`config.mk`:
```
export PLATFORM = sky130hd
export DESIGN_NAME = fixed_block_pool_allocator_unit
export DESIGN_NICKNAME = d
export VERILOG_FILES = /design/src/hw/rtl/fbpa_pkg.sv /design/src/hw/rtl/fbpa_ram.sv /design/src/hw/rtl/fixed_block_pool_allocator_unit.sv
export SDC_FILE = /design/constraint.sdc
export NUM_CORES = 1
export LEC_CHECK = 0
export BUFFER_PORTS_ARGS = -buffer_cell sky130_fd_sc_hd__buf_2
export CORE_AREA = 2 2 268 270
export DETAILED_ROUTE_END_ITERATION = 6
export DIE_AREA = 0 0 270 272
export GPL_TIMING_DRIVEN = 0
export SLEW_MARGIN = 5
export SYNTH_ARGS = -nofsm -noshare
export SYNTH_HDL_FRONTEND = slang
export SYNTH_SLANG_ARGS = --single-unit
```
`constraint.sdc`:
```
create_clock -name clk -period 7.45 [get_ports clk]
set_clock_uncertainty 0.15 [all_clocks]
set_input_delay 1.49 -clock clk [delete_from_list [all_inputs] [get_ports clk]]
set_output_delay 1.49 -clock clk [all_outputs]
set_load 0.02 [all_outputs]
```
`src/hw/rtl/fbpa_pkg.sv`:
```
// ----------------------------------------------------------------------------
// fbpa_pkg
// shared types and constants of the fixed block pool allocator
// ----------------------------------------------------------------------------
package fbpa_pkg;

  localparam int BLOCK_COUNT_DEF = 64;
  localparam int MAX_RESULTS     = 64;
  localparam int CNT_W           = $clog2(MAX_RESULTS + 1);
  localparam int IN_IDX_W        = 6;
  localparam int RES_IDX_W       = 6;

  typedef enum logic [1:0] {
    FUNC_ALLOC = 2'd0,
    FUNC_FREE  = 2'd1,
    FUNC_LIST  = 2'd2
  } func_t;

  typedef enum logic [1:0] {
    ST_OK        = 2'd0,
    ST_EMPTY     = 2'd1,
    ST_NOT_ALLOC = 2'd2,
    ST_NONE      = 2'd3
  } status_t;

  typedef enum logic [2:0] {
    S_IDLE,
    S_ALLOC,
    S_FREE,
    S_LIST,
    S_LIST_END
  } state_t;

endpackage

```
`src/hw/rtl/fbpa_ram.sv`:
```
// ----------------------------------------------------------------------------
// fbpa_ram
// generic simple dual port ram, one write port, one registered read port
// ----------------------------------------------------------------------------
module fbpa_ram #(
  parameter int WIDTH = 8,
  parameter int DEPTH = 64
) (
  input  logic                     clk,
  input  logic                     we,
  input  logic [$clog2(DEPTH)-1:0] waddr,
  input  logic [WIDTH-1:0]         wdata,
  input  logic                     re,
  input  logic [$clog2(DEPTH)-1:0] raddr,
  output logic [WIDTH-1:0]         rdata
);

  logic [WIDTH-1:0] mem [DEPTH];
  logic [WIDTH-1:0] rdata_r;

  always_ff @(posedge clk) begin
    if (we) begin
      mem[waddr] <= wdata;
    end
    if (re) begin
      rdata_r <= mem[raddr];
    end
  end

  assign rdata = rdata_r;

endmodule

```
`src/hw/rtl/fixed_block_pool_allocator_unit.sv`:
```
// ----------------------------------------------------------------------------
// fixed_block_pool_allocator_unit
// pool of equal blocks kept as a linked free list, allocate, free and list
// ----------------------------------------------------------------------------
// Each block has one entry in a single link memory holding its allocated mark
// and its free-list link; the list head and a fill count live in registers.
// Blocks at or above the fill count have never been handed out, so their
// entries read as "free, links to the next index" without being written, and
// no clearing pass follows reset. For allocate and free, the transfer cycle
// issues the read of the link memory; S_ALLOC or S_FREE then writes the entry
// back on success and loads the result register once that register is free. A
// list issues one link memory read per block between its start and end states
// and is held while the result register stays stalled. One item is worked at a
// time; the result register lets the next item in while a result waits.
// ----------------------------------------------------------------------------
module fixed_block_pool_allocator_unit
  import fbpa_pkg::*;
#(
  parameter int BLOCK_COUNT = BLOCK_COUNT_DEF
) (
  input  logic                 clk,
  input  logic                 rst_n,
  input  logic                 in_valid,
  output logic                 in_stall,
  input  logic [1:0]           in_func,
  input  logic [IN_IDX_W-1:0]  in_block_index,
  input  logic                 in_include_free,
  output logic                 out_valid,
  input  logic                 out_stall,
  output logic [RES_IDX_W-1:0] out_result_index,
  output logic [1:0]           out_status,
  output logic                 out_last
);

  localparam int IDX_W  = $clog2(BLOCK_COUNT);
  localparam int LINK_W = $clog2(BLOCK_COUNT + 1);
  localparam int ENT_W  = LINK_W + 1;
  localparam int CMP_W  = (LINK_W > IN_IDX_W) ? LINK_W : IN_IDX_W;
  localparam logic [LINK_W-1:0] END_MARK = LINK_W'(BLOCK_COUNT);

  state_t               state_r, state_nxt;
  logic [LINK_W-1:0]    head_r, head_nxt;
  logic [LINK_W-1:0]    fill_r, fill_nxt;
  logic [IN_IDX_W-1:0]  bidx_r, bidx_nxt;
  logic                 incl_r, incl_nxt;
  logic [LINK_W-1:0]    iss_r, iss_nxt;
  logic                 chk_v_r, chk_v_nxt;
  logic [IDX_W-1:0]     chk_idx_r, chk_idx_nxt;
  logic                 pend_v_r, pend_v_nxt;
  logic [IDX_W-1:0]     pend_idx_r, pend_idx_nxt;
  logic [CNT_W-1:0]     cnt_r, cnt_nxt;
  logic                 out_valid_r, out_valid_nxt;
  logic [RES_IDX_W-1:0] out_idx_r;
  status_t              out_status_r;
  logic                 out_last_r;

  logic                 ram_we;
  logic [IDX_W-1:0]     ram_waddr;
  logic [ENT_W-1:0]     ram_wdata;
  logic                 ram_re;
  logic [IDX_W-1:0]     ram_raddr;
  logic [ENT_W-1:0]     ram_rdata;

  logic                 in_acc;
  logic                 out_free;
  logic                 out_load;
  logic [CMP_W-1:0]     ld_idx;
  status_t              ld_status;
  logic                 ld_last;
  logic [CMP_W-1:0]     in_bidx_w;
  logic [CMP_W-1:0]     bidx_w;
  logic                 bidx_in_range;
  logic                 rd_mark;
  logic [LINK_W-1:0]    rd_link;
  logic                 fresh;
  logic [LINK_W-1:0]    alloc_link;
  logic                 free_mark;
  logic                 chk_mark;
  logic                 qual;
  logic                 advance;
  logic                 stop;
  logic [CNT_W-1:0]     cnt_inc;

  fbpa_ram #(
    .WIDTH (ENT_W),
    .DEPTH (BLOCK_COUNT)
  ) u_link_ram (
    .clk   (clk),
    .we    (ram_we),
    .waddr (ram_waddr),
    .wdata (ram_wdata),
    .re    (ram_re),
    .raddr (ram_raddr),
    .rdata (ram_rdata)
  );

  assign in_stall  = (state_r != S_IDLE);
  assign in_acc    = in_valid && !in_stall;
  assign out_free  = !out_valid_r || !out_stall;

  assign in_bidx_w     = CMP_W'(in_block_index);
  assign bidx_w        = CMP_W'(bidx_r);
  assign bidx_in_range = (bidx_w < CMP_W'(BLOCK_COUNT));
  assign rd_mark       = ram_rdata[ENT_W-1];
  assign rd_link       = ram_rdata[LINK_W-1:0];
  assign fresh         = (head_r >= fill_r);
  assign alloc_link    = fresh ? (head_r + LINK_W'(1)) : rd_link;
  assign free_mark     = (bidx_w < CMP_W'(fill_r)) && rd_mark;
  assign chk_mark      = (LINK_W'(chk_idx_r) < fill_r) && rd_mark;
  assign qual          = chk_v_r && (incl_r || chk_mark);
  assign advance       = !qual || !pend_v_r || out_free;
  assign cnt_inc       = cnt_r + CNT_W'(1);

  always_ff @(posedge clk) begin
    if (!rst_n) begin
      state_r     <= S_IDLE;
      head_r      <= '0;
      fill_r      <= '0;
      chk_v_r     <= 1'b0;
      pend_v_r    <= 1'b0;
      cnt_r       <= '0;
      out_valid_r <= 1'b0;
    end else begin
      state_r     <= state_nxt;
      head_r      <= head_nxt;
      fill_r      <= fill_nxt;
      chk_v_r     <= chk_v_nxt;
      pend_v_r    <= pend_v_nxt;
      cnt_r       <= cnt_nxt;
      out_valid_r <= out_valid_nxt;
    end
  end

  always_ff @(posedge clk) begin
    bidx_r     <= bidx_nxt;
    incl_r     <= incl_nxt;
    iss_r      <= iss_nxt;
    chk_idx_r  <= chk_idx_nxt;
    pend_idx_r <= pend_idx_nxt;
    if (out_load) begin
      out_idx_r    <= ld_idx[RES_IDX_W-1:0];
      out_status_r <= ld_status;
      out_last_r   <= ld_last;
    end
  end

  always_comb begin
    state_nxt    = state_r;
    head_nxt     = head_r;
    fill_nxt     = fill_r;
    bidx_nxt     = bidx_r;
    incl_nxt     = incl_r;
    iss_nxt      = iss_r;
    chk_v_nxt    = chk_v_r;
    chk_idx_nxt  = chk_idx_r;
    pend_v_nxt   = pend_v_r;
    pend_idx_nxt = pend_idx_r;
    cnt_nxt      = cnt_r;
    ram_re       = 1'b0;
    ram_raddr    = head_r[IDX_W-1:0];
    ram_we       = 1'b0;
    ram_waddr    = head_r[IDX_W-1:0];
    ram_wdata    = '0;
    out_load     = 1'b0;
    ld_idx       = '0;
    ld_status    = ST_OK;
    ld_last      = 1'b1;
    stop         = 1'b0;

    unique case (state_r)
      S_IDLE: begin
        if (in_acc) begin
          priority case (func_t'(in_func))
            FUNC_ALLOC: begin
              ram_re    = 1'b1;
              ram_raddr = head_r[IDX_W-1:0];
              state_nxt = S_ALLOC;
            end
            FUNC_FREE: begin
              bidx_nxt  = in_block_index;
              ram_re    = 1'b1;
              ram_raddr = in_bidx_w[IDX_W-1:0];
              state_nxt = S_FREE;
            end
            FUNC_LIST: begin
              incl_nxt   = in_include_free;
              iss_nxt    = '0;
              chk_v_nxt  = 1'b0;
              pend_v_nxt = 1'b0;
              cnt_nxt    = '0;
              state_nxt  = S_LIST;
            end
            default: begin
              state_nxt = S_IDLE;
            end
          endcase
        end
      end

      S_ALLOC: begin
        if (out_free) begin
          out_load  = 1'b1;
          state_nxt = S_IDLE;
          if (head_r == END_MARK) begin
            ld_status = ST_EMPTY;
          end else begin
            ram_we    = 1'b1;
            ram_waddr = head_r[IDX_W-1:0];
            ram_wdata = {1'b1, alloc_link};
            head_nxt  = alloc_link;
            ld_idx    = CMP_W'(head_r);
            if (fresh) begin
              fill_nxt = head_r + LINK_W'(1);
            end
          end
        end
      end

      S_FREE: begin
        if (out_free) begin
          out_load  = 1'b1;
          ld_idx    = bidx_w;
          state_nxt = S_IDLE;
          if (bidx_in_range && free_mark) begin
            ram_we    = 1'b1;
            ram_waddr = bidx_w[IDX_W-1:0];
            ram_wdata = {1'b0, head_r};
            head_nxt  = bidx_w[LINK_W-1:0];
          end else begin
            ld_status = ST_NOT_ALLOC;
          end
        end
      end

      S_LIST: begin
        if (advance) begin
          if (qual) begin
            if (pend_v_r) begin
              out_load = 1'b1;
              ld_idx   = CMP_W'(pend_idx_r);
              ld_last  = 1'b0;
            end
            pend_v_nxt   = 1'b1;
            pend_idx_nxt = chk_idx_r;
            cnt_nxt      = cnt_inc;
            stop         = (cnt_inc == CNT_W'(MAX_RESULTS));
          end
          if (!stop && (iss_r < END_MARK)) begin
            ram_re      = 1'b1;
            ram_raddr   = iss_r[IDX_W-1:0];
            iss_nxt     = iss_r + LINK_W'(1);
            chk_v_nxt   = 1'b1;
            chk_idx_nxt = iss_r[IDX_W-1:0];
          end else begin
            chk_v_nxt = 1'b0;
            state_nxt = S_LIST_END;
          end
        end
      end

      S_LIST_END: begin
        if (out_free) begin
          out_load   = 1'b1;
          pend_v_nxt = 1'b0;
          state_nxt  = S_IDLE;
          if (pend_v_r) begin
            ld_idx = CMP_W'(pend_idx_r);
          end else begin
            ld_status = ST_NONE;
          end
        end
      end

      default: begin
        state_nxt = S_IDLE;
      end
    endcase

    out_valid_nxt = out_load ? 1'b1 : (out_valid_r && out_stall);
  end

  assign out_valid        = out_valid_r;
  assign out_result_index = out_idx_r;
  assign out_status       = out_status_r;
  assign out_last         = out_last_r;

  // head stays in range
  assert property (@(posedge clk) disable iff (!rst_n) head_r <= END_MARK)
    else $error("free list head out of range");

  // a head above the fill count is the fill count itself or the end mark
  assert property (@(posedge clk) disable iff (!rst_n)
    (head_r >= fill_r) |-> (head_r == fill_r || head_r == END_MARK))
    else $error("free list head skipped unused blocks");

  // a waiting result is never overwritten
  assert property (@(posedge clk) disable iff (!rst_n) out_load |-> out_free)
    else $error("result register overwritten while stalled");

  // the link memory is never written during a list walk
  assert property (@(posedge clk) disable iff (!rst_n)
    (state_r == S_LIST || state_r == S_LIST_END) |-> !ram_we)
    else $error("link memory written during list");

  // list result count stays within the limit
  assert property (@(posedge clk) disable iff (!rst_n) cnt_r <= CNT_W'(MAX_RESULTS))
    else $error("list result count over limit");

endmodule

```
### Word level (Yosys, flattened, before mapping)

Memories as Yosys holds them, arrays and structs flattened. A register that Yosys moved wholly into a read port is not among the register bits.
Index checks and enable logic that the tools add are counted.
Widths: inputs -> output; s select.

| cells by class | value |
|---|---|
| add/subtract/negate cells | 3 |
| magnitude comparators | 5 |
| equality and inequality tests | 20 |
| muxes and demuxes | 78 |
| bitwise logic cells | 1 |
| reductions and logical operators | 36 |

Operators by type and width:

| operator | count |
|---|---|
| $mux 7 | 13 |
| $mux 6 | 14 |
| $pmux 7 s2 | 3 |
| $mux 1 | 27 |
| $pmux 6 s4 | 1 |
| $add 7x1->7 const B | 3 |
| $ne 2x2->1 const B | 10 |
| $mux 8 | 2 |
| $pmux 8 s2 | 1 |
| $reduce_and 5->1 | 3 |
| $eq 7x7->1 const B | 2 |
| $lt 6x7->1 | 2 |
| $mux 3 | 4 |
| $pmux 2 s3 | 2 |
| $pmux 6 s2 | 1 |
| $reduce_and 3->1 | 4 |
| $reduce_and 4->1 | 3 |
| $pmux 3 s3 | 1 |
| $mux 2 | 4 |
| $pmux 1 s2 | 4 |
| $ge 7x7->1 | 1 |
| $logic_and 1x1->1 | 7 |
| $lt 6x7->1 const B | 1 |
| $lt 7x7->1 const B | 1 |
| other kinds (17) | 29 |

| word-level totals | value |
|---|---|
| register bits | 62 |
| bits in writable memories | 512 |
| input port bits | 13 |
| output and inout bits | 11 |
| memories kept | 1 |

Memory list:

| memory | depth | bits a word | read ports | clocked after memory_dff | wr ports | line | source |
|---|---|---|---|---|---|---|---|
| u_link_ram.mem | 64 | 8 | 1 | 1 | 1 | fbpa_ram.sv:18 | `logic [WIDTH-1:0] mem [DEPTH];` |

### Depth between registers and ports, before layout

Gate-level depths: netlist (run 1).

| logic depth | value |
|---|---|
| word-level depth | 14 |
| mapped depth | 16 |

### By module

A second synthesis (run 1) with hierarchy kept.

| second synthesis, totals | value |
|---|---|
| cell total of the unflattened synthesis | 1,362 |
| area total of the unflattened synthesis | 23,978.0 um2 |

Modules (own cells, without submodules):

| module | instances | cells an instance | area an instance (um2) |
|---|---|---|---|
| fbpa_ram | 1 | 972 | 20,270.7 |
| fixed_block_pool_allocator_unit | 1 | 390 | 3,707.3 |

### Worst setup path before layout (run 1)

Ideal clock, no wire load.

| path | value |
|---|---|
| path type | register to register |
| start point | register head_r[0] |
| end point | memory u_link_ram.mem[0][2] (data pin) |
| library setup time | 0.702 ns |
| arrival | 5.183 ns |
| required time | 6.598 ns |
| path slack | 1.415 ns |
| cell stages (with the launch flop) | 14 |
| path buffers | 2 |
| period minus slack after synthesis | 6.035 ns |
| cells stage by stage | dfxtp_1 > clkbuf_1 > clkinv_1 > ha_1 > nand2b_1 > a21o_1 > a21o_1 > a21o_1 > a21o_1 > a21o_1 > a21o_1 > clkbuf_1 > mux2i_1 > o21ai_0 |

| on the way | value |
|---|---|
| cells in the longest elaborated chain, start to end | 5 |
| elaborated cells between the ends (all ways) | 7 |

Ends and longest elaborated chain:

| item | line | source |
|---|---|---|
| start, declared | fixed_block_pool_allocator_unit.sv:42 | `logic [LINK_W-1:0] head_r, head_nxt;` |
| start signal, assigned | fixed_block_pool_allocator_unit.sv:125 | `head_r <= head_nxt;` |
| $add 7x1->7 or $ge 7x7->1 (tied branches) | fixed_block_pool_allocator_unit.sv:107, fixed_block_pool_allocator_unit.sv:106 |  |
| $mux 7 | fixed_block_pool_allocator_unit.sv:107 | `assign alloc_link = fresh ? (head_r + LINK_W'(1)) : rd_link;` |
| $mux 8 * | fixed_block_pool_allocator_unit.sv:204 | `if (head_r == END_MARK) begin` |
| $mux 8 * | fixed_block_pool_allocator_unit.sv:201 | `if (out_free) begin` |
| $pmux 8 s2 * | fixed_block_pool_allocator_unit.sv:170 | `unique case (state_r)` |
| named net ram_wdata[2] | fixed_block_pool_allocator_unit.sv:59 | `logic [ENT_W-1:0] ram_wdata;` |
| end, declared | fbpa_ram.sv:18 |  |

Mark *: on every way through the listed nets, which the timed path passes. The rest lies on a longest branch.

### Worst setup path after layout (run 1)

| path | value |
|---|---|
| start point | register chk_idx_r[2] |
| end point | register u_link_ram.rdata_r[1] (netlist: u_link_ram.rdata[1]) (read register of u_link_ram.mem) (data pin) |

| on the way | value |
|---|---|
| cells in the longest elaborated chain, start to end | 12 |
| elaborated cells between the ends (all ways) | 18 |

Ends and longest elaborated chain:

| item | line | source |
|---|---|---|
| start, declared | fixed_block_pool_allocator_unit.sv:48 | `logic [IDX_W-1:0] chk_idx_r, chk_idx_nxt;` |
| start signal, assigned | fixed_block_pool_allocator_unit.sv:138 | `chk_idx_r <= chk_idx_nxt;` |
| $lt 6x7->1 * | fixed_block_pool_allocator_unit.sv:109 | `assign chk_mark = (LINK_W'(chk_idx_r) < fill_r) && rd_mark;` |
| $logic_and 1x1->1 * | fixed_block_pool_allocator_unit.sv:109 |  |
| $logic_or 1x1->1 * | fixed_block_pool_allocator_unit.sv:110 | `assign qual = chk_v_r && (incl_r \|\| chk_mark);` |
| $logic_and 1x1->1 * | fixed_block_pool_allocator_unit.sv:110 |  |
| $mux 1 | fixed_block_pool_allocator_unit.sv:237 | `if (qual) begin` |
| $mux 1 | fixed_block_pool_allocator_unit.sv:236 | `if (advance) begin` |
| $mux 1 | fixed_block_pool_allocator_unit.sv:170 |  |
| $logic_not 1->1 | fixed_block_pool_allocator_unit.sv:248 | `if (!stop && (iss_r < END_MARK)) begin` |
| $logic_and 1x1->1 | fixed_block_pool_allocator_unit.sv:248 |  |
| $mux 6 or $mux 1 (tied branches) | fixed_block_pool_allocator_unit.sv:248 |  |
| $mux 6 or $mux 1 (tied branches) | fixed_block_pool_allocator_unit.sv:236 |  |
| $pmux 6 s2 or $pmux 1 s2 (tied branches) | fixed_block_pool_allocator_unit.sv:170 |  |
| end, declared | fbpa_ram.sv:19 | `logic [WIDTH-1:0] rdata_r;` |

Every way passes the cells marked *; elsewhere a longest branch is shown, timed or not. The select of a mux whose other input is x is not followed.
A chain may end at the register's enable or synchronous reset.

==> out/summary.json, run 1 <==
{
  "outcome": {"value": "complete, no violations"},
  "power_per_cell_area": {"value": 288, "unit": "nW/um^2"},
  "synthesis.yosys.warnings": {"value": 0},
  "timing.critical_path.to_type": {"value": "flip-flop"},
  "count_of_flip_flops_with_a_built_in_enable_after_synthesis": {"value": 555},
  "floorplan.io_pins": {"value": 24},
  "initialDrtViolationCount": {"value": 1824},
  "num_antenna_cells": {"value": 0},
  "cts.sinks": {"value": 582},
  "synthDistinctLibCells": {"value": 69},
  "cts_setup_buffers": {"value": 0},
  "post_drt_via_cell_ratio": {"value": 5.50},
  "die_width": {"value": 270, "unit": "um"},
  "drive_gt1_share": {"value": 9.59, "unit": "%"},
  "power.total": {"value": 8.11, "unit": "mW"},
  "nNetsFinal": {"value": 1934},
  "postPlaceCellArea": {"value": 26300, "unit": "um^2"},
  "path_common_cell": {"value": "nand4_1"},
  "grt-ovfl-total": {"value": 0},
  "ctsResizeCount": {"value": 0},
  "finalSetupViolations": {"value": 0},
  "clock_transition_time_at_the_flip_flop_clock_pins_of_the_worst_setup_and_hold_paths": {"value": 0.07, "unit": "ns"},
  "cts-buffers-inserted": {"value": 57},
  "post_cts_hold_buffer_count": {"value": 0},
  "routed_via_count": {"value": 15900},
  "met3_usage": {"value": 2.70, "unit": "%"},
  "routed_wire_length_per_instance": {"value": 23.4, "unit": "um"},
  "slowest_stage": {"value": "a211oi_1"},
  "dominantRegCellSynth": {"value": "edfxtp_1"},
  "synthArstFlopShare": {"value": 0, "unit": "%"},
  "antenna_violations_before_repair": {"value": 3},
  "timing.critical_path.required": {"value": 7.65, "unit": "ns"},
  "syn_avg_cell_area": {"value": 13.6, "unit": "um^2"},
  "totalWireLength": {"value": 67500, "unit": "um"},
  "final_cell_area": {"value": 28200, "unit": "um^2"},
  "timing.final.hold_violations": {"value": 0},
  "worst_hold_path_type": {"value": "flip-flop to flip-flop"},
  "grt_use_met2": {"value": 29.3, "unit": "%"},
  "setup_repair_after_global_routing_missed_its_margin": {"value": "false"},
  "post_synth_instance_area": {"value": 24500, "unit": "um^2"},
  "area.growth.synth_to_final": {"value": 15.0, "unit": "%"},
  "syn_nets": {"value": 1837},
  "timing.critical_path.cells": {"value": "ha_1 > a21oi_1 > o21ai_0 > a211oi_1 > o21ai_1 > nand2_2 > inv_2 > a211o_1 > nor2_2 > clkbuf_1 > a32oi_1 > nand4_1 > nand4_1 > nand4b_1"},
  "die_y": {"value": 272, "unit": "um"},
  "postSynthRegisterBits": {"value": 582},
  "worstPathMaxFanout": {"value": 10},
  "synth.yosys.seq_area_share": {"value": 70.2, "unit": "%"},
  "post_synth_inst_count": {"value": 1798},
  "post-route-min-period": {"value": 5.46, "unit": "ns"},
  "grt_pass1_wl": {"value": 99500, "unit": "um"},
  "core_region_area": {"value": 70800, "unit": "um^2"},
  "grt_max_degree": {"value": 47},
  "slew_headroom": {"value": 9.39, "unit": "%"},
  "max_stage_delay": {"value": 0.85, "unit": "ns"},
  "reg2reg_setup_slack": {"value": 1.99, "unit": "ns"},
  "initial_utilization": {"value": 34.6, "unit": "%"},
  "fin_util": {"value": 39.8, "unit": "%"},
  "power.static_leakage": {"value": 9.75, "unit": "nW"},
  "worstSetupStartpointType": {"value": "flip-flop"},
  "crit_type": {"value": "flip-flop to flip-flop"},
  "hpwl": {"value": 46700, "unit": "um"},
  "htree_num_levels": {"value": 2},
  "cts-root-buf": {"value": "clkbuf_16"},
  "cts_buffer_depth": {"value": 3},
  "row_count": {"value": 98},
  "fmax": {"value": 0.183, "unit": "GHz"},
  "clock_latency": {"value": 0.66, "unit": "ns"},
  "drt_first_pass_iters": {"value": 6},
  "max_cap_violations": {"value": 0},
  "peak_supply_drop": {"value": 0.213, "unit": "mV"},
  "hold_slack": {"value": 0.344, "unit": "ns"},
  "drt_drc_violations_left": {"value": 0},
  "gpl.final_weighted_congestion": {"value": 0.877},
  "met1_usage": {"value": 24.8, "unit": "%"},
  "vias_in_the_first_global_route": {"value": 15400},
  "route.antenna.remaining_nets": {"value": 0},
  "clock_tree_from_tritoncts": {"value": "built"},
  "placement.io_buffers": {"value": 22},
  "finalCritPeriodShare": {"value": 73.3, "unit": "%"},
  "track_usage": {"value": 18.1, "unit": "%"},
  "critical_path_arrival": {"value": 5.66, "unit": "ns"},
  "grt_most_used_layer": {"value": "met2"},
  "floorplan.die_area": {"value": 73400, "unit": "um^2"},
  "timing_worst_slew_pin_value": {"value": 1.35, "unit": "ns"},
  "final-max-slew-violation-count": {"value": 0}
}
cell families after synthesis:
| group | after synthesis | share of synthesized area (%) |
|---|---|---|
| AO/OA/AOI/OAI | 257 | 8.08 |
| XOR/XNOR | 11 | 0.393 |
| buffers and inverters | 123 | 2.19 |
| AND/OR/NAND/NOR | 669 | 12.5 |
| flip-flops | 582 | 70.2 |
| adder cells (fa/ha/maj) | 26 | 1.33 |
| multiplexers | 130 | 5.33 |
metal layers:
metal,vias to the layer above,routed length (um)
met5,-,0
met4,0,2230
met3,131,5340
met2,720,31500
met1,7958,28400
li1,7074,-
through the flow:
stage	worst slack (ns)	TNS, ns	std cells
final	1.99	0	2890
after global routing	1.86	0	2890
after CTS	2.14	0	2890
after detailed placement	1.65	0	2786
after global placement	-3.70	-1202.64	2770
after floorplan	1.41	0	1798
power breakdown:
| group | total (mW) | switching, mW | internal (mW) |
|---|---|---|---|
| clock network | 2.96 | 1.27 | 1.69 |
| registers | 3.70 | 0.0268 | 3.67 |
| logic | 1.46 | 1.02 | 0.442 |
| total | 8.11 | 2.32 | 5.80 |
registers in the layout, summed over array words and instances, names as in the netlist:
name / cells
bidx_r: 6
out_valid: 1
incl_r: 1
out_status: 2
pend_v_r: 1
u_link_ram.mem: 512
cnt_r: 7
pend_idx_r: 6
state_r: 3
fill_r: 7
out_result_index: 6
head_r: 7
iss_r: 7
out_last: 1
chk_v_r: 1
u_link_ram.rdata: 8
chk_idx_r: 6
area by class of cell:
cell class | instances | area (um^2)
Inverter | 21 | 78.8
Clock buffer | 64 | 1450
Sequential cell | 582 | 17200
Timing Repair Buffer | 38 | 497
Buffer | 102 | 457
Tap cell | 950 | 1190
Multi-Input combinational cell | 1093 | 6840
Fill cell | 6564 | 42600
Clock inverter | 40 | 463
worst paths after layout:
| kind | from | to | depth (start not counted) |
|---|---|---|---|
| worst max register to register | chk_idx_r[2] | u_link_ram.rdata[1] | 14 |
| worst max-delay path | chk_idx_r[2] | u_link_ram.rdata[1] | 14 |
| worst min-delay path | cnt_r[6] | cnt_r[6] | 1 |
| worst min register to register | cnt_r[6] | cnt_r[6] | 1 |
placed cells by master, fill, tap and decap left out, types with 10 or more instances in the layout:
| master | count |
|---|---|
| inv_1 | 18 |
| a21oi_1 | 29 |
| mux2i_1 | 127 |
| nand3_1 | 85 |
| buf_16 | 10 |
| nor3_1 | 19 |
| dfxtp_1 | 27 |
| a22oi_1 | 11 |
| ha_1 | 26 |
| clkbuf_1 | 64 |
| and3_1 | 16 |
| edfxtp_1 | 555 |
| a32oi_1 | 111 |
| nand4_1 | 28 |
| nor2_1 | 107 |
| o21ai_0 | 21 |
| buf_2 | 54 |
| nor2b_1 | 14 |
| a21o_1 | 11 |
| nand2b_1 | 18 |
| clkbuf_16 | 57 |
| nand2_1 | 331 |
| a31oi_1 | 11 |
| clkinv_1 | 15 |
synthesized netlist by cell type, types with 4 or more instances:
master	instances	share of area [%]
o21a_1	6	0.18
a211oi_1	4	0.12
o21ai_0	26	0.53
o21ai_1	5	0.10
dfxtp_1	27	2.2
nor3_1	20	0.41
nand4_1	28	0.71
a21boi_0	6	0.18
a22oi_1	11	0.34
xor2_1	4	0.14
a21oi_1	29	0.59
nand3b_1	4	0.12
a32oi_1	111	4.0
buf_2	32	0.65
nand3_1	85	1.7
buf_1	8	0.12
nor2_1	107	1.6
o311a_1	5	0.20
ha_1	26	1.3
o22ai_1	7	0.18
nand4b_1	7	0.25
a21o_1	12	0.37
mux2i_1	127	5.2
nand2_1	331	5.1
edfxtp_1	555	68
o211ai_1	4	0.12
xnor2_1	7	0.25
buf_6	4	0.18
a31oi_1	11	0.28
nand2b_1	18	0.46
and3_1	16	0.41
inv_1	19	0.29
nor3b_1	7	0.21
nor2b_1	14	0.36
clkbuf_1	57	0.87
critical path: cells and delay by family, from the launching register on:
kind | cells | cell delay (ns)
buffers and inverters | 2 | 0.70
AO/OA/AOI/OAI | 6 | 1.97
AND/OR/NAND/NOR | 5 | 1.57
flip-flops | 1 | 0.44
adder cells (fa/ha/maj) | 1 | 0.32
Note: power is estimated with default switching activity, not from simulation.
==> inputs of run 2 (changes only) <==
Clock period 7.45 ns to 5.5 ns, I/O delays scaled along.
==> out/summary.json, run 2 (synthesis gave the netlist of run 1 again) <==
{
  "r2r_start": {"value": "fill_r[1]", "change": "was chk_idx_r[2]"},
  "postPlaceCellArea": {"value": 26200, "unit": "um^2", "change": "was 26300 um^2"},
  "floorplan.die_area": {"value": 73400, "unit": "um^2", "change": "unchanged"},
  "peak_supply_drop": {"value": 0.326, "unit": "mV", "change": "was 0.213 mV"},
  "track_usage": {"value": 17.9, "unit": "%", "change": "was 18.1%"},
  "routed_via_count": {"value": 15900, "change": "about the same"},
  "initialDrtViolationCount": {"value": 1792, "change": "was 1824"},
  "timing.critical_path.to_type": {"value": "flip-flop", "change": "unchanged"},
  "drive_gt1_share": {"value": 9.45, "unit": "%", "change": "was 9.59%"},
  "endpoint_of_the_worst_hold_timing_path": {"value": "pend_idx_r[0]", "change": "was cnt_r[6]"},
  "timing_worst_slew_pin_value": {"value": 1.30, "unit": "ns", "change": "was 1.35 ns"},
  "area.growth.synth_to_final": {"value": 14.4, "unit": "%", "change": "was 15.0%"},
  "route.antenna.remaining_nets": {"value": 0, "change": "unchanged"},
  "layout_common_cells": {"value": "555 x edfxtp_1, 331 x nand2_1, 127 x mux2i_1", "change": "unchanged"},
  "slew_headroom": {"value": 12.9, "unit": "%", "change": "was 9.39%"},
  "critical_path_arrival": {"value": 5.18, "unit": "ns", "change": "was 5.66 ns"},
  "initial_utilization": {"value": 34.6, "unit": "%", "change": "unchanged"},
  "clock_transition_time_at_the_flip_flop_clock_pins_of_the_worst_setup_and_hold_paths": {"value": 0.07, "unit": "ns", "change": "about the same"},
  "drt_drc_violations_left": {"value": 0, "change": "unchanged"},
  "grt_max_degree": {"value": 47, "change": "unchanged"},
  "setup_repair_after_global_routing_missed_its_margin": {"value": "false", "change": "unchanged"},
  "cts-root-buf": {"value": "clkbuf_16", "change": "unchanged"},
  "final-max-slew-violation-count": {"value": 0, "change": "unchanged"},
  "post-route-min-period": {"value": 5.08, "unit": "ns", "change": "was 5.46 ns"},
  "post_cts_hold_buffer_count": {"value": 0, "change": "unchanged"},
  "route.met3.wl": {"value": 4990, "unit": "um", "change": "was 5340 um"},
  "worstSetupStartpointType": {"value": "flip-flop", "change": "unchanged"},
  "origin_of_the_worst_min_delay_path": {"value": "chk_idx_r[0]", "change": "was cnt_r[6]"},
  "nNetsFinal": {"value": 1934, "change": "unchanged"},
  "final_critical_path_setup_slack": {"value": 0.417, "unit": "ns", "change": "was 1.99 ns"},
  "routed_wire_length_per_instance": {"value": 23.3, "unit": "um", "change": "was 23.4 um"},
  "totalWireLength": {"value": 67300, "unit": "um", "change": "was 67500 um"},
  "timing.critical_path.required": {"value": 5.60, "unit": "ns", "change": "was 7.65 ns"},
  "drt_first_pass_iters": {"value": 7, "change": "was 6"},
  "power.static_leakage": {"value": 9.70, "unit": "nW", "change": "was 9.75 nW"},
  "die_y": {"value": 272, "unit": "um", "change": "unchanged"},
  "core_region_area": {"value": 70800, "unit": "um^2", "change": "unchanged"},
  "antenna_violations_before_repair": {"value": 4, "change": "was 3"},
  "finalCritPeriodShare": {"value": 92.4, "unit": "%", "change": "was 73.3%"},
  "worstPathMaxFanout": {"value": 10, "change": "unchanged"},
  "nFillCells": {"value": 6656, "change": "was 6564"},
  "final_common_cell": {"value": "edfxtp_1", "change": "unchanged"},
  "row_count": {"value": 98, "change": "unchanged"},
  "num_antenna_cells": {"value": 0, "change": "unchanged"},
  "highest-signal-layer": {"value": "met5", "change": "was met4"},
  "timing.final.hold_violations": {"value": 0, "change": "unchanged"},
  "gpl.final_weighted_congestion": {"value": 0.881, "change": "was 0.877"},
  "die_width": {"value": 270, "unit": "um", "change": "unchanged"},
  "floorplan.io_pins": {"value": 24, "change": "unchanged"},
  "grt_pass1_wl": {"value": 98200, "unit": "um", "change": "was 99500 um"},
  "cts_buffer_depth": {"value": 3, "change": "unchanged"},
  "reg2reg_setup_slack": {"value": 0.42, "unit": "ns", "change": "was 1.99 ns"},
  "hpwl": {"value": 46300, "unit": "um", "change": "was 46700 um"},
  "outcome": {"value": "complete, no violations", "change": "unchanged"},
  "m1WireLength": {"value": 28900, "unit": "um", "change": "was 28400 um"},
  "largest_reg_flops": {"value": 512, "change": "unchanged"},
  "crit_type": {"value": "flip-flop to flip-flop", "change": "unchanged"},
  "dpl_worst_slack": {"value": 0.0927, "unit": "ns", "change": "was 1.65 ns"},
  "finalSetupViolations": {"value": 0, "change": "unchanged"},
  "max_flop_register": {"value": "u_link_ram.mem", "change": "unchanged"},
  "post_drt_via_cell_ratio": {"value": 5.50, "change": "about the same"},
  "cts.sinks": {"value": 582, "change": "unchanged"},
  "htree_num_levels": {"value": 2, "change": "unchanged"},
  "timing.rr.end": {"value": "u_link_ram.mem[62][1]", "change": "was u_link_ram.rdata[1]"},
  "grt-ovfl-total": {"value": 0, "change": "unchanged"},
  "worstRegToRegCells": {"value": 13, "change": "was 14"},
  "clock_latency": {"value": 0.66, "unit": "ns", "change": "about the same"},
  "final_cell_area": {"value": 28000, "unit": "um^2", "change": "was 28200 um^2"},
  "hold_depth": {"value": 0, "change": "was 1"},
  "cts-buffers-inserted": {"value": 58, "change": "was 57"},
  "max_cap_violations": {"value": 0, "change": "unchanged"},
  "fmax": {"value": 0.197, "unit": "GHz", "change": "was 0.183 GHz"},
  "worst_hold_path_type": {"value": "flip-flop to flip-flop", "change": "unchanged"},
  "power_per_cell_area": {"value": 384, "unit": "nW/um^2", "change": "was 288 nW/um^2"},
  "wl_met2": {"value": 31300, "unit": "um", "change": "was 31500 um"},
  "clock_tree_from_tritoncts": {"value": "built", "change": "unchanged"},
  "vias_in_the_first_global_route": {"value": 15200, "change": "was 15400"},
  "placement.io_buffers": {"value": 22, "change": "unchanged"}
}
-- run 2: report_power, final --
part	total [mW]	switching [mW]	internal, mW
Sequential	5.01	0.0361	4.97
Combinational	1.98	1.39	0.595
Clock	3.78	1.71	2.08
-- run 2: worst max-delay path, cell delays in order (launching register included) --
cell       delay [ns]
dfxtp_1          0.31
inv_1            0.09
ha_1             0.30
a21o_1           0.10
a21o_1           0.12
a21o_1           0.11
a21o_1           0.11
a21oi_1          0.08
o2111ai_1        0.51
clkbuf_1         0.47
clkbuf_1         0.64
mux2i_1          0.35
nand2b_1         0.56
nor2_1           0.77
-- run 2: metal layers --
metal  track usage (%)  up-vias
li1                  -     7064
met4              5.70        4
met2              28.9      693
met1              24.5     7995
met5                 0        -
met3              3.10      130
-- run 2: worst max-delay path by stage --
stage / from / to / slack (ns) / cells after the start
after global routing: head_r[0] / u_link_ram.mem[36][0] / 0.15 / 15
after CTS: chk_idx_r[2] / u_link_ram.rdata[5] / 0.22 / 14
after detailed placement: in_func[1] / u_link_ram.rdata[0] / 0.09 / 15
after global placement: head_r[0] / u_link_ram.mem[16][0] / -3.34 / 13
after floorplan: head_r[0] / u_link_ram.mem[0][0] / 0.28 / 13
final: fill_r[1] / u_link_ram.mem[62][1] / 0.42 / 13
-- run 2: final cells by class --
class,instances,area [um^2],share of cell area [%]
flip-flops and latches,582,17200,61.4
multi-input cells,1093,6840,24.4
clock buffers,65,1480,5.27
well taps,950,1190,4.24
repair buffers,37,469,1.67
plain buffers,102,457,1.63
clock inverters,36,320,1.14
inverters,21,78.8,0.281
-- run 2: through the flow --
step	hold WS, ns	TNS (ns)	total power [mW]	utilization (%)	std cells
finish	0.347	0	10.8	39.6	2886
detailed placement	0.329	0	7.04	37.1	2785
CTS	0.352	0	10.8	39.6	2886
global placement	0.323	-1110.53	6.96	36.5	2770
global route	0.358	0	11.1	39.6	2886
floorplan	0.277	0	6.26	-	1798
-- run 2: repair_timing --
item | CTS | global route
endpoints found under the setup margin | 0 | 5
gates resized for setup | 0 | 1
buffers inserted | 0 | 0
